[src/hdl/pcf_pkg.sv]
// shared constants, control struct and arctangent table for the pitch filter
`default_nettype none

package pcf_pkg;

  localparam int unsigned XY_W    = 28;
  localparam int unsigned Z_W     = 35;
  localparam int unsigned ATAN_W  = 30;
  localparam int unsigned SCALE_W = 32;
  localparam int unsigned STEP_W  = $clog2(SCALE_W);

  localparam logic [63:0] PI_Q62 = 64'hC90F_DAA2_2168_C235;
  localparam logic [63:0] PI_Q30 = (PI_Q62 + 64'h0000_0000_8000_0000) >> 32;

  typedef struct packed {
    logic              load;
    logic              step;
    logic [STEP_W-1:0] idx;
  } cordic_ctrl_t;

  function automatic logic [ATAN_W-1:0] atan_q30(input logic [STEP_W-1:0] idx);
    logic [ATAN_W-1:0] v;
    case (idx)
      5'd0:    v = 30'd843314857;
      5'd1:    v = 30'd497837830;
      5'd2:    v = 30'd263043837;
      5'd3:    v = 30'd133525159;
      5'd4:    v = 30'd67021687;
      5'd5:    v = 30'd33543515;
      5'd6:    v = 30'd16775850;
      5'd7:    v = 30'd8388438;
      5'd8:    v = 30'd4194283;
      5'd9:    v = 30'd2097149;
      5'd10:   v = 30'd1048576;
      5'd11:   v = 30'd524288;
      5'd12:   v = 30'd262144;
      5'd13:   v = 30'd131072;
      5'd14:   v = 30'd65536;
      5'd15:   v = 30'd32768;
      5'd16:   v = 30'd16384;
      5'd17:   v = 30'd8192;
      5'd18:   v = 30'd4096;
      5'd19:   v = 30'd2048;
      5'd20:   v = 30'd1024;
      5'd21:   v = 30'd512;
      5'd22:   v = 30'd256;
      5'd23:   v = 30'd128;
      default: v = '0;
    endcase
    return v;
  endfunction

endpackage

`default_nettype wire

[src/hdl/pcf_cordic.sv]
// iterative vectoring cordic giving the accelerometer pitch angle
`default_nettype none

module pcf_cordic #(
  parameter int unsigned ANGLE_FRACTION_BITS = 13,
  localparam int unsigned ACC_W = pcf_pkg::Z_W - 30 + ANGLE_FRACTION_BITS
) (
  input  wire logic                        clk_i,
  input  wire pcf_pkg::cordic_ctrl_t       ctrl_i,
  input  wire logic signed [15:0]          accel_x_i,
  input  wire logic signed [15:0]          accel_z_i,
  output logic signed [ACC_W-1:0]          angle_o
);

  localparam int unsigned XY_W = pcf_pkg::XY_W;
  localparam int unsigned Z_W  = pcf_pkg::Z_W;
  localparam logic signed [Z_W-1:0] PI_Z = Z_W'(pcf_pkg::PI_Q30);
  localparam logic signed [Z_W-1:0] RND_Z = Z_W'(64'd1 << (29 - ANGLE_FRACTION_BITS));

  logic signed [XY_W-1:0] x_q, x_d, y_q, y_d;
  logic signed [Z_W-1:0]  z_q, z_d;
  logic                   zero_q, zero_d;
  logic signed [XY_W-1:0] ax_w, az_w, xs, ys;
  logic signed [Z_W-1:0]  at, rnd;

  assign ax_w = {{(XY_W-24){accel_x_i[15]}}, accel_x_i, 8'h00};
  assign az_w = {{(XY_W-24){accel_z_i[15]}}, accel_z_i, 8'h00};
  assign xs   = x_q >>> ctrl_i.idx;
  assign ys   = y_q >>> ctrl_i.idx;
  assign at   = signed'({{(Z_W-pcf_pkg::ATAN_W){1'b0}}, pcf_pkg::atan_q30(ctrl_i.idx)});

  always_comb begin
    x_d    = x_q;
    y_d    = y_q;
    z_d    = z_q;
    zero_d = zero_q;
    if (ctrl_i.load) begin
      zero_d = (accel_x_i == 16'sd0) && (accel_z_i == 16'sd0);
      if (accel_z_i[15]) begin
        // left half plane: rotate by pi first
        x_d = -az_w;
        y_d = -ax_w;
        z_d = accel_x_i[15] ? -PI_Z : PI_Z;
      end else begin
        x_d = az_w;
        y_d = ax_w;
        z_d = '0;
      end
    end else if (ctrl_i.step) begin
      if (!y_q[XY_W-1]) begin
        x_d = x_q + ys;
        y_d = y_q - xs;
        z_d = z_q + at;
      end else begin
        x_d = x_q - ys;
        y_d = y_q + xs;
        z_d = z_q - at;
      end
    end
  end

  always_ff @(posedge clk_i) begin
    x_q    <= x_d;
    y_q    <= y_d;
    z_q    <= z_d;
    zero_q <= zero_d;
  end

  assign rnd     = z_q + RND_Z;
  assign angle_o = zero_q ? '0 : ACC_W'(rnd >>> (30 - ANGLE_FRACTION_BITS));

endmodule

`default_nettype wire

[src/hdl/pitch_complementary_filter.sv]
// top level of the accelerometer and gyro pitch complementary filter
//
// One pitch beat (Q2.13 radians at the default fraction width, saturated to
// +-pi) comes out for every input beat. An item is taken in state IDLE,
// then state MULA forms gyro magnitude times elapsed time, state RUN runs
// the bit-serial multiply by the gyro scale register (the cordic iterations
// run alongside in the same window), and states SUM, MUL and FIN saturate
// the gyro path, blend and round. FIN holds until the output register is
// free. A new item is taken only in IDLE, after the last one has left FIN.
// A finished pitch waits in the output register while the next item is
// already being worked on. Registers: alpha weight at byte address 0, gyro
// time scale at byte address 4; write them only while the block is idle.
`default_nettype none

module pitch_complementary_filter #(
  parameter int unsigned CORDIC_STEPS        = 16,
  parameter int unsigned ANGLE_FRACTION_BITS = 13
) (
  input  wire logic               clk_i,
  input  wire logic               rst_ni,
  input  wire logic               psel,
  input  wire logic               penable,
  input  wire logic               pwrite,
  input  wire logic [2:0]         paddr,
  input  wire logic [31:0]        pwdata,
  output logic [31:0]             prdata,
  output logic                    pready,
  input  wire logic               in_valid_i,
  output logic                    in_ready_o,
  input  wire logic signed [15:0] accel_x_i,
  input  wire logic signed [15:0] accel_z_i,
  input  wire logic signed [15:0] gyro_y_i,
  input  wire logic [31:0]        timestamp_us_i,
  output logic                    out_valid_o,
  input  wire logic               out_ready_i,
  output logic signed [15:0]      pitch_o
);

  localparam int unsigned STEP_W  = pcf_pkg::STEP_W;
  localparam int unsigned SCALE_W = pcf_pkg::SCALE_W;
  localparam int unsigned ACC_W   = pcf_pkg::Z_W - 30 + ANGLE_FRACTION_BITS;
  localparam int unsigned DIFF_W  = ((ACC_W > 32) ? ACC_W : 32) + 1;
  localparam int unsigned PROD_W  = DIFF_W + 17;
  localparam int unsigned BL_W    = PROD_W + 1;
  localparam int unsigned RES_W   = BL_W - 16;
  localparam int unsigned P1_W    = 48;
  localparam int unsigned GSUM_W  = P1_W + 2;
  localparam logic [63:0] PI_QF =
    (pcf_pkg::PI_Q62 + (64'd1 << (61 - ANGLE_FRACTION_BITS))) >> (62 - ANGLE_FRACTION_BITS);
  localparam logic signed [RES_W-1:0]  PI_R   = RES_W'(PI_QF);
  localparam logic signed [GSUM_W-1:0] GP_LIM = GSUM_W'(64'h7FFF_FFFF);
  localparam logic [15:0]  ALPHA_RST = 16'd64880;
  localparam logic [31:0]  SCALE_RST = 32'd4686;

  typedef enum logic [5:0] {
    S_IDLE = 6'b000001,
    S_MULA = 6'b000010,
    S_RUN  = 6'b000100,
    S_SUM  = 6'b001000,
    S_MUL  = 6'b010000,
    S_FIN  = 6'b100000
  } state_e;

  state_e state_q, state_d;

  logic [15:0]              alpha_q;
  logic [31:0]              scale_q;
  logic [31:0]              last_time_q;
  logic signed [15:0]       prev_q, prev_d;
  logic [STEP_W-1:0]        cnt_q, cnt_d;
  logic                     out_valid_q, out_valid_d;

  logic [31:0]              dt_q;
  logic [15:0]              gmag_q;
  logic                     gneg_q;
  logic [SCALE_W-1:0]       s_q;
  logic [P1_W-1:0]          p1_q, h_q;
  logic signed [31:0]       gp_q;
  logic signed [ACC_W-1:0]  acc_q;
  logic signed [PROD_W-1:0] prod_q;
  logic signed [15:0]       pitch_q;

  logic                     accept, cfg_wr, out_free;
  logic [P1_W:0]            ser_sum;
  logic signed [GSUM_W-1:0] hs, gsum;
  logic signed [31:0]       gp_d;
  logic signed [DIFF_W-1:0] diff;
  logic signed [16:0]       alpha_s;
  logic signed [BL_W-1:0]   bl;
  logic signed [RES_W-1:0]  res, res_sat;
  logic signed [ACC_W-1:0]  angle;
  pcf_pkg::cordic_ctrl_t    cctrl;

  // configuration port
  assign pready = 1'b1;
  assign cfg_wr = psel && penable && pwrite;
  assign prdata = paddr[2] ? scale_q : {16'h0000, alpha_q};

  assign in_ready_o  = (state_q == S_IDLE);
  assign accept      = in_valid_i && in_ready_o;
  assign out_valid_o = out_valid_q;
  assign pitch_o     = pitch_q;
  assign out_free    = !out_valid_q || out_ready_i;

  assign cctrl.load = accept;
  assign cctrl.step = (state_q == S_RUN) &&
                      ({1'b0, cnt_q} < (STEP_W+1)'(CORDIC_STEPS));
  assign cctrl.idx  = cnt_q;

  pcf_cordic #(
    .ANGLE_FRACTION_BITS(ANGLE_FRACTION_BITS)
  ) u_cordic (
    .clk_i     (clk_i),
    .ctrl_i    (cctrl),
    .accel_x_i (accel_x_i),
    .accel_z_i (accel_z_i),
    .angle_o   (angle)
  );

  // serial scale multiply, one scale bit per cycle, low bits drop out
  assign ser_sum = {1'b0, h_q} + (s_q[0] ? {1'b0, p1_q} : '0);

  // gyro path with saturation
  assign hs   = signed'({2'b00, h_q});
  assign gsum = GSUM_W'(prev_q) + (gneg_q ? -hs : hs);
  always_comb begin
    if (gsum > GP_LIM) begin
      gp_d = 32'(GP_LIM);
    end else if (gsum < -GP_LIM) begin
      gp_d = 32'(-GP_LIM);
    end else begin
      gp_d = gsum[31:0];
    end
  end

  // blend as acc + (gyro - acc) * alpha
  assign diff    = DIFF_W'(gp_q) - DIFF_W'(acc_q);
  assign alpha_s = signed'({1'b0, alpha_q});
  assign bl      = (BL_W'(acc_q) <<< 16) + BL_W'(prod_q) + BL_W'(32'sd32768);
  assign res     = bl[BL_W-1:16];
  always_comb begin
    if (res > PI_R) begin
      res_sat = PI_R;
    end else if (res < -PI_R) begin
      res_sat = -PI_R;
    end else begin
      res_sat = res;
    end
  end

  always_comb begin
    state_d     = state_q;
    cnt_d       = cnt_q;
    prev_d      = prev_q;
    out_valid_d = out_valid_q;
    if (out_valid_q && out_ready_i) begin
      out_valid_d = 1'b0;
    end
    unique case (state_q)
      S_IDLE: begin
        if (accept) begin
          state_d = S_MULA;
        end
      end
      S_MULA: begin
        cnt_d   = '0;
        state_d = S_RUN;
      end
      S_RUN: begin
        cnt_d = cnt_q + 1'b1;
        if (cnt_q == STEP_W'(SCALE_W - 1)) begin
          state_d = S_SUM;
        end
      end
      S_SUM: begin
        state_d = S_MUL;
      end
      S_MUL: begin
        state_d = S_FIN;
      end
      S_FIN: begin
        if (out_free) begin
          prev_d      = res_sat[15:0];
          out_valid_d = 1'b1;
          state_d     = S_IDLE;
        end
      end
      default: begin
        state_d = S_IDLE;
      end
    endcase
  end

  always_ff @(posedge clk_i or negedge rst_ni) begin
    if (!rst_ni) begin
      state_q     <= S_IDLE;
      cnt_q       <= '0;
      out_valid_q <= 1'b0;
      prev_q      <= '0;
      last_time_q <= '0;
      alpha_q     <= ALPHA_RST;
      scale_q     <= SCALE_RST;
    end else begin
      state_q     <= state_d;
      cnt_q       <= cnt_d;
      out_valid_q <= out_valid_d;
      prev_q      <= prev_d;
      if (accept) begin
        last_time_q <= timestamp_us_i;
      end
      if (cfg_wr) begin
        if (paddr[2]) begin
          scale_q <= pwdata;
        end else begin
          alpha_q <= pwdata[15:0];
        end
      end
    end
  end

  always_ff @(posedge clk_i) begin
    if (accept) begin
      dt_q   <= timestamp_us_i - last_time_q;
      gmag_q <= gyro_y_i[15] ? 16'(-gyro_y_i) : gyro_y_i;
      gneg_q <= gyro_y_i[15];
      s_q    <= scale_q;
    end
    if (state_q == S_MULA) begin
      p1_q <= gmag_q * dt_q;
      h_q  <= '0;
    end
    if (state_q == S_RUN) begin
      h_q <= ser_sum[P1_W:1];
      s_q <= s_q >> 1;
    end
    if (state_q == S_SUM) begin
      gp_q  <= gp_d;
      acc_q <= angle;
    end
    if (state_q == S_MUL) begin
      prod_q <= diff * alpha_s;
    end
    if ((state_q == S_FIN) && out_free) begin
      pitch_q <= res_sat[15:0];
    end
  end

endmodule

`default_nettype wire
[config.mk]
export PLATFORM = sky130hd
export DESIGN_NAME = pitch_complementary_filter
export DESIGN_NICKNAME = d
export VERILOG_FILES = /design/src/hdl/pcf_pkg.sv /design/src/hdl/pcf_cordic.sv /design/src/hdl/pitch_complementary_filter.sv
export SDC_FILE = /design/constraint.sdc
export NUM_CORES = 2
export LEC_CHECK = 0
export BUFFER_PORTS_ARGS = -buffer_cell sky130_fd_sc_hd__buf_2
export CORE_MARGIN = 2
export CORE_UTILIZATION = 60
export CTS_CLUSTER_DIAMETER = 100
export DETAILED_ROUTE_END_ITERATION = 10
export MAX_ROUTING_LAYER = met4
export PLACE_DENSITY = 0.8
export REMOVE_ABC_BUFFERS = 1
export SKIP_CTS_REPAIR_TIMING = 1
export SLEW_MARGIN = 20
export SYNTH_ARGS = -nofsm -noshare
export SYNTH_HDL_FRONTEND = slang
export SYNTH_SLANG_ARGS = --single-unit
[constraint.sdc]
create_clock -name clk_i -period 9.5 [get_ports clk_i]
set_input_delay 1.9 -clock clk_i [delete_from_list [all_inputs] [get_ports clk_i]]
set_output_delay 1.9 -clock clk_i [all_outputs]
set_load 0.03 [all_outputs]
# --- Word-level counts from Yosys, hierarchy flattened ---
# Memory sizes are Yosys's and may differ from the RTL's.
# Index checks and enable logic that the tools add are counted.
totals:
  register_bits: 493
  mem_bits_ro: 960
  input_bits: 122
  out_inout_bits: 51
  word_cells: 114
  n_memories: 1
classes:
  add_sub_neg: 18
  multipliers: 2
  magnitude_cmp: 5
  n_eq_ne: 10
  shifts: 2
  muxes: 32
  n_bitwise: 1
  n_reduce_logical: 19
memory_table:
  columns: ["name", "words", "word_bits", "read_ports", "rd_ports_with_merged_regs", "write_ports", "line_no", "rtl"]
  rows:
  - ["(no name shown)", 32, 30, 1, 0, 0, "pcf_pkg.sv:23", "case (idx)"]
op_table:
  columns: ["op", "n"]
  rows:
  - ["$mux W28", 8]
  - ["$mux W35", 5]
  - ["$mux W48", 3]
  - ["$mux W32", 2]
  - ["$mux W31", 2]
  - ["$add A28 B28 Y28", 2]
  - ["$neg A24 Y28", 2]
  - ["$sshr A28 B5 Y28", 2]
  - ["$sub A28 B28 Y28", 2]
  - ["$add A34 B50 Y51", 1]
  - ["$add A51 B17 Y51 const B", 1]
  - ["$add A16 B50 Y50", 1]
  - ["$gt A50 B32 Y1 const B", 1]
  - ["$lt A50 B32 Y1 const B", 1]
  - ["$mul A33 B17 Y50", 1]
  - ["$mux W50", 1]
  - ["$neg A48 Y50", 1]
  - ["$add A48 B48 Y49", 1]
  - ["$mul A16 B32 Y48", 1]
  - ["$pmux W6 S6", 1]
  - ["$add A35 B18 Y35 const B", 1]
  - ["$add A35 B31 Y35", 1]
  - ["$gt A35 B16 Y1 const B", 1]
  - ["$lt A35 B16 Y1 const B", 1]
  - ["other kinds (29)", 46]

# --- Longest topological paths before layout ---
logic_depth:
  word_depth: 5
  depth_mapped: 39
  mapped_depth_nobuf: 39

# --- Modules after synthesis ---
# Synthesis repeated with hierarchy kept, for this count alone.
unflattened:
  cells_unflattened: 8377
  area_unflattened_um2: 74956.9
modules_own_cells:
  columns: ["mod", "instances", "cells_each", "area_each_um2", "seq_area_each_um2"]
  rows:
  - ["pitch_complementary_filter", 1, 6658, 60453.0, 11061.9]
  - ["pcf_cordic", 1, 1719, 14503.9, 2762.6]

# --- Least setup slack after synthesis ---
# Ideal clock, no wire load.
synth_path:
  kind: "flip-flop to flip-flop"
  from: "reg acc_q[1]"
  to: "reg prod_q[49], data pin"
  setup_ns: 0.260
  t_arrival_ns: 9.154
  required_ns: 9.240
  setup_slack_ns: 0.086
  stages_incl_launch_ff: 40
  n_path_buf: 1
  synth_period_minus_slack_ns: 9.414
  path_cell_list: "edfxtp_1 -> inv_1 -> ha_1 -> nor2b_1 -> o21ai_0 -> a21boi_0 -> o21ai_0 -> nand2_1 -> a31oi_1 -> o21ai_0 -> a31oi_1 -> nor2b_1 -> o21ai_0 -> nand2b_1 -> xor2_1 -> clkbuf_1 -> nand2_1 -> fa_1 -> [4 not listed] -> fa_1 -> inv_1 -> fa_1 -> inv_1 -> ha_1 -> a21oi_1 -> o21ai_0 -> o2111ai_1 -> a21oi_1 -> a311oi_1 -> o221ai_1 -> a41o_1 -> a21oi_1 -> o22ai_1 -> a41oi_1 -> o211ai_1 -> a21oi_1 -> xnor2_1"
synth_via:
  elab_chain_len: 2
synth_lines:
  columns: ["item", "line_no", "rtl"]
  rows:
  - ["start, declared", "pitch_complementary_filter.sv:79", "logic signed [ACC_W-1:0] acc_q;"]
  - ["start signal, assigned", "pitch_complementary_filter.sv:238", "acc_q <= angle;"]
  - ["$sub A32 B18 Y33", "pitch_complementary_filter.sv:137", "assign diff = DIFF_W'(gp_q) - DIFF_W'(acc_q);"]
  - ["$mul A33 B17 Y50", "pitch_complementary_filter.sv:241", "prod_q <= diff * alpha_s;"]
  - ["end signal, assigned", "pitch_complementary_filter.sv:241", null]
  - ["end, declared", "pitch_complementary_filter.sv:80", "logic signed [PROD_W-1:0] prod_q;"]
# Every way passes these cells.
# A chain may end at the register's enable or synchronous reset.

# --- Final worst setup path ---
layout_path:
  from: "reg acc_q[0]"
  to: "reg prod_q[49], data pin"
# Same word-level chain as after synthesis.

==> impl_metrics.csv <==
group,metric,value,unit
synth,synth.cell_area,72600,µm²
layout,multi_input_area,53200,µm²
worst_setup_path,slowest_delay,0.56,ns
drt,drt-wirelength-per-cell,18.5,µm
layout,fillers,9479,
synth,async_flop_share,22.6,%
die,fp.dieW,352,µm
min_path,whs_path_depth,2,
worst_setup_path,crit_type,"reg2reg",
layout,final_cell_mix,"1,189 x inv_1, 1,106 x nand2_1, 927 x fa_1",
synth,netlist_instances,8065,
timing,setup_viol,0,
layout,area_growth_syn_to_layout,7.29,%
timing,layout_setup_ws,0.400,ns
synth,yosysWarnings,0,
drt,routed_wl,181000,µm
min_path,hold_class,"reg2reg",
drt,drc_errors,0,
die,ios,173,
worst_setup_path,rr_worst_depth,38,
layout,post-route-util,65.0,%
drt,firstDrtPassIters,6,
status,run_status,"finished clean",
synth,yosys.area.top_type,"fa_1",
drt,routed_via_density,5.91,
timing,fmax,0.110,GHz
worst_setup_path,worstSetupEndpointType,"register",
die,fp.dieH,352,µm
synth,synth_top_cell_area_share,25.5,%
synth,avgSynthCellArea,9.01,µm²
synth,synth-seq-cells,478,
worst_setup_path,crit_path_frequent_cell,"fa_1",
timing,worst_pin_slew,1.16,ns
clock_tree,cts.path.max_buffers,3,
clock_tree,htreeDepth,2,
global_routing,antenna_found_initial,5,
global_routing,grt_start_max_net_pins,110,
global_routing,gr-usage-all-layers,30.3,%
placement,dpl_worst_slack,-0.259,ns
worst_setup_path,critPathMaxFanout,15,
clock_tree,path_clk_slew,0.06,ns
synth,seq_area_frac_synth,19.0,%
worst_setup_path,cp.arrival,9.53,ns
global_routing,grt_pass1_vias,59936,
clock_tree,cts_made_buffers,56,
die,fp.coreArea,120000,µm²
synth,synth_area_leaders,"fa_1 26%, edfxtp_1 15%, ha_1 9.2%",
clock_tree,cts_root_buffer,"clkbuf_16",
placement,gp_congestion,0.985,
drt,vias,57883,
clock_tree,clkLatencyLatePin,0.69,ns
global_routing,grt_pass1_wl,301000,µm
timing,skew,0.0459,ns
layout,final-seq-area,13800,µm²
worst_setup_path,critPathSlowestCell,"fa_1",
worst_setup_path,crit_path_start_kind,"register",
synth,synth_edf_count,369,
timing,min_period_over_period,95.8,%
clock_tree,cts_sinks,478,
worst_setup_path,worstPathRequired,9.93,ns
timing,relSlewSlack,22.8,%
die,initial_utilization,60.5,%
clock_tree,cts_tree,"done",
drt,initialDrtViolationCount,4406,
layout,drive_above_1_share,8.79,%
timing,finalSetupTns,0,ns
synth,synth_flop_cell,"edfxtp_1",
placement,io_buffers,169,
timing,hold_viol,0,
timing,hold_slack,0.462,ns
layout,layout.cells.most_common,"inv_1",
synth,post_synth_num_cell_types,92,
global_routing,grt-ovfl-total,0,
run,cap_viol_max_count,0,
layout,layout.nets,9718,
die,rows,127,
die,fp.dieArea,124000,µm²
placement,dp_hpwl,141000,µm
timing,slew_violations,0,
drt,drtAntennaViolNets,0,
timing,min_period,9.10,ns
[cells in the mapped netlist, types with 18 or more instances]
| cell type | count |
|---|---|
| a211oi_1 | 36 |
| a21boi_0 | 23 |
| a21o_1 | 145 |
| a21oi_1 | 390 |
| a31oi_1 | 50 |
| and2_1 | 435 |
| and3_1 | 47 |
| buf_1 | 20 |
| clkbuf_1 | 323 |
| dfrtp_1 | 91 |
| edfxtp_1 | 369 |
| fa_1 | 927 |
| ha_1 | 535 |
| inv_1 | 1193 |
| mux2_2 | 92 |
| mux2i_1 | 37 |
| mux4_2 | 67 |
| nand2_1 | 1107 |
| nand2b_1 | 65 |
| nand3_1 | 127 |
| nand4_1 | 40 |
| nor2_1 | 389 |
| nor2b_1 | 76 |
| nor3_1 | 94 |
| nor3b_1 | 20 |
| nor4_1 | 26 |
| o211ai_1 | 32 |
| o21a_1 | 50 |
| o21ai_0 | 346 |
| o21bai_1 | 54 |
| o31ai_1 | 52 |
| o41ai_1 | 24 |
| or2_2 | 18 |
| or3_1 | 34 |
| xnor2_1 | 316 |
| xor2_1 | 154 |
[cell type report]
class,count,area share (%)
Inverter,1198,5.78
Clock buffer,73,2.08
Multi-Input combinational cell,6041,68.3
Sequential cell,478,17.7
Clock inverter,33,0.368
Timing Repair Buffer,359,3.15
Tap cell,1612,2.59
Antenna cell,5,0.0161
[state kept, by name (all words and copies together), names as in the netlist, 16 cells and up]
| register | cells |
|---|---|
| prod_q | 35 |
| alpha_q | 16 |
| u_cordic.z_q | 35 |
| u_cordic.x_q | 28 |
| prev_q | 16 |
| u_cordic.y_q | 28 |
| h_q | 48 |
| s_q | 32 |
| gp_q | 32 |
| dt_q | 32 |
| gmag_q | 16 |
| acc_q | 18 |
| pitch_o | 16 |
| p1_q | 48 |
| last_time_q | 32 |
| scale_q | 32 |
[layer usage]
layer / track usage (%) / up-vias / wire length (µm)
li1: - / 26683 / -
met4: 11.1 / 0 / 6890
met1: 37.9 / 28476 / 72300
met2: 50.5 / 2244 / 89100
met5: - / - / 0
met3: 3.92 / 480 / 12500
[final timing paths]
| kind | startpoint | end | slack [ns] |
|---|---|---|---|
| max | acc_q[0] | prod_q[49] | 0.40 |
| min | s_q[31] | s_q[31] | 0.46 |
| max reg2reg | acc_q[0] | prod_q[49] | 0.40 |
| min reg2reg | s_q[31] | s_q[31] | 0.46 |
| max in group asynchronous | rst_ni | cnt_q[1] | 6.87 |
| min in group asynchronous | rst_ni | last_time_q[9] | 1.33 |
[kinds of logic (layout without fill, tap and decap cells)]
group,after synthesis,in the layout,share of synthesized area [%]
adders and majority gates,1462,1462,34.8
and+or+nand+nor,2552,2552,16.7
xor gates and xnor gates,470,470,5.67
buffers and inverters,1546,1663,8.00
other,1,6,0.00516
muxes,196,196,4.01
DFF,478,478,19.0
AOI/OAI and AO/OA,1360,1360,11.8
[through the flow]
step / std cells / instance area (µm²)
after global routing: 9799 / 77900
after detailed placement: 9680 / 75700
after global placement: 9677 / 75700
after CTS: 9786 / 77700
after floorplan: 7717 / 71300
final: 9799 / 77900
[worst max-delay path: cells and delay by family, from the launching register on]
| kind | cells | cell delay (ns) |
|---|---|---|
| and+or+nand+nor | 4 | 0.70 |
| xor gates and xnor gates | 1 | 0.08 |
| adders and majority gates | 9 | 4.10 |
| DFF | 1 | 0.39 |
| AOI/OAI and AO/OA | 16 | 2.61 |
| buffers and inverters | 8 | 0.96 |
Power is left out: the tool's default activity adds up to more than one toggle a clock period on the data nets, which glitch-free logic cannot reach.
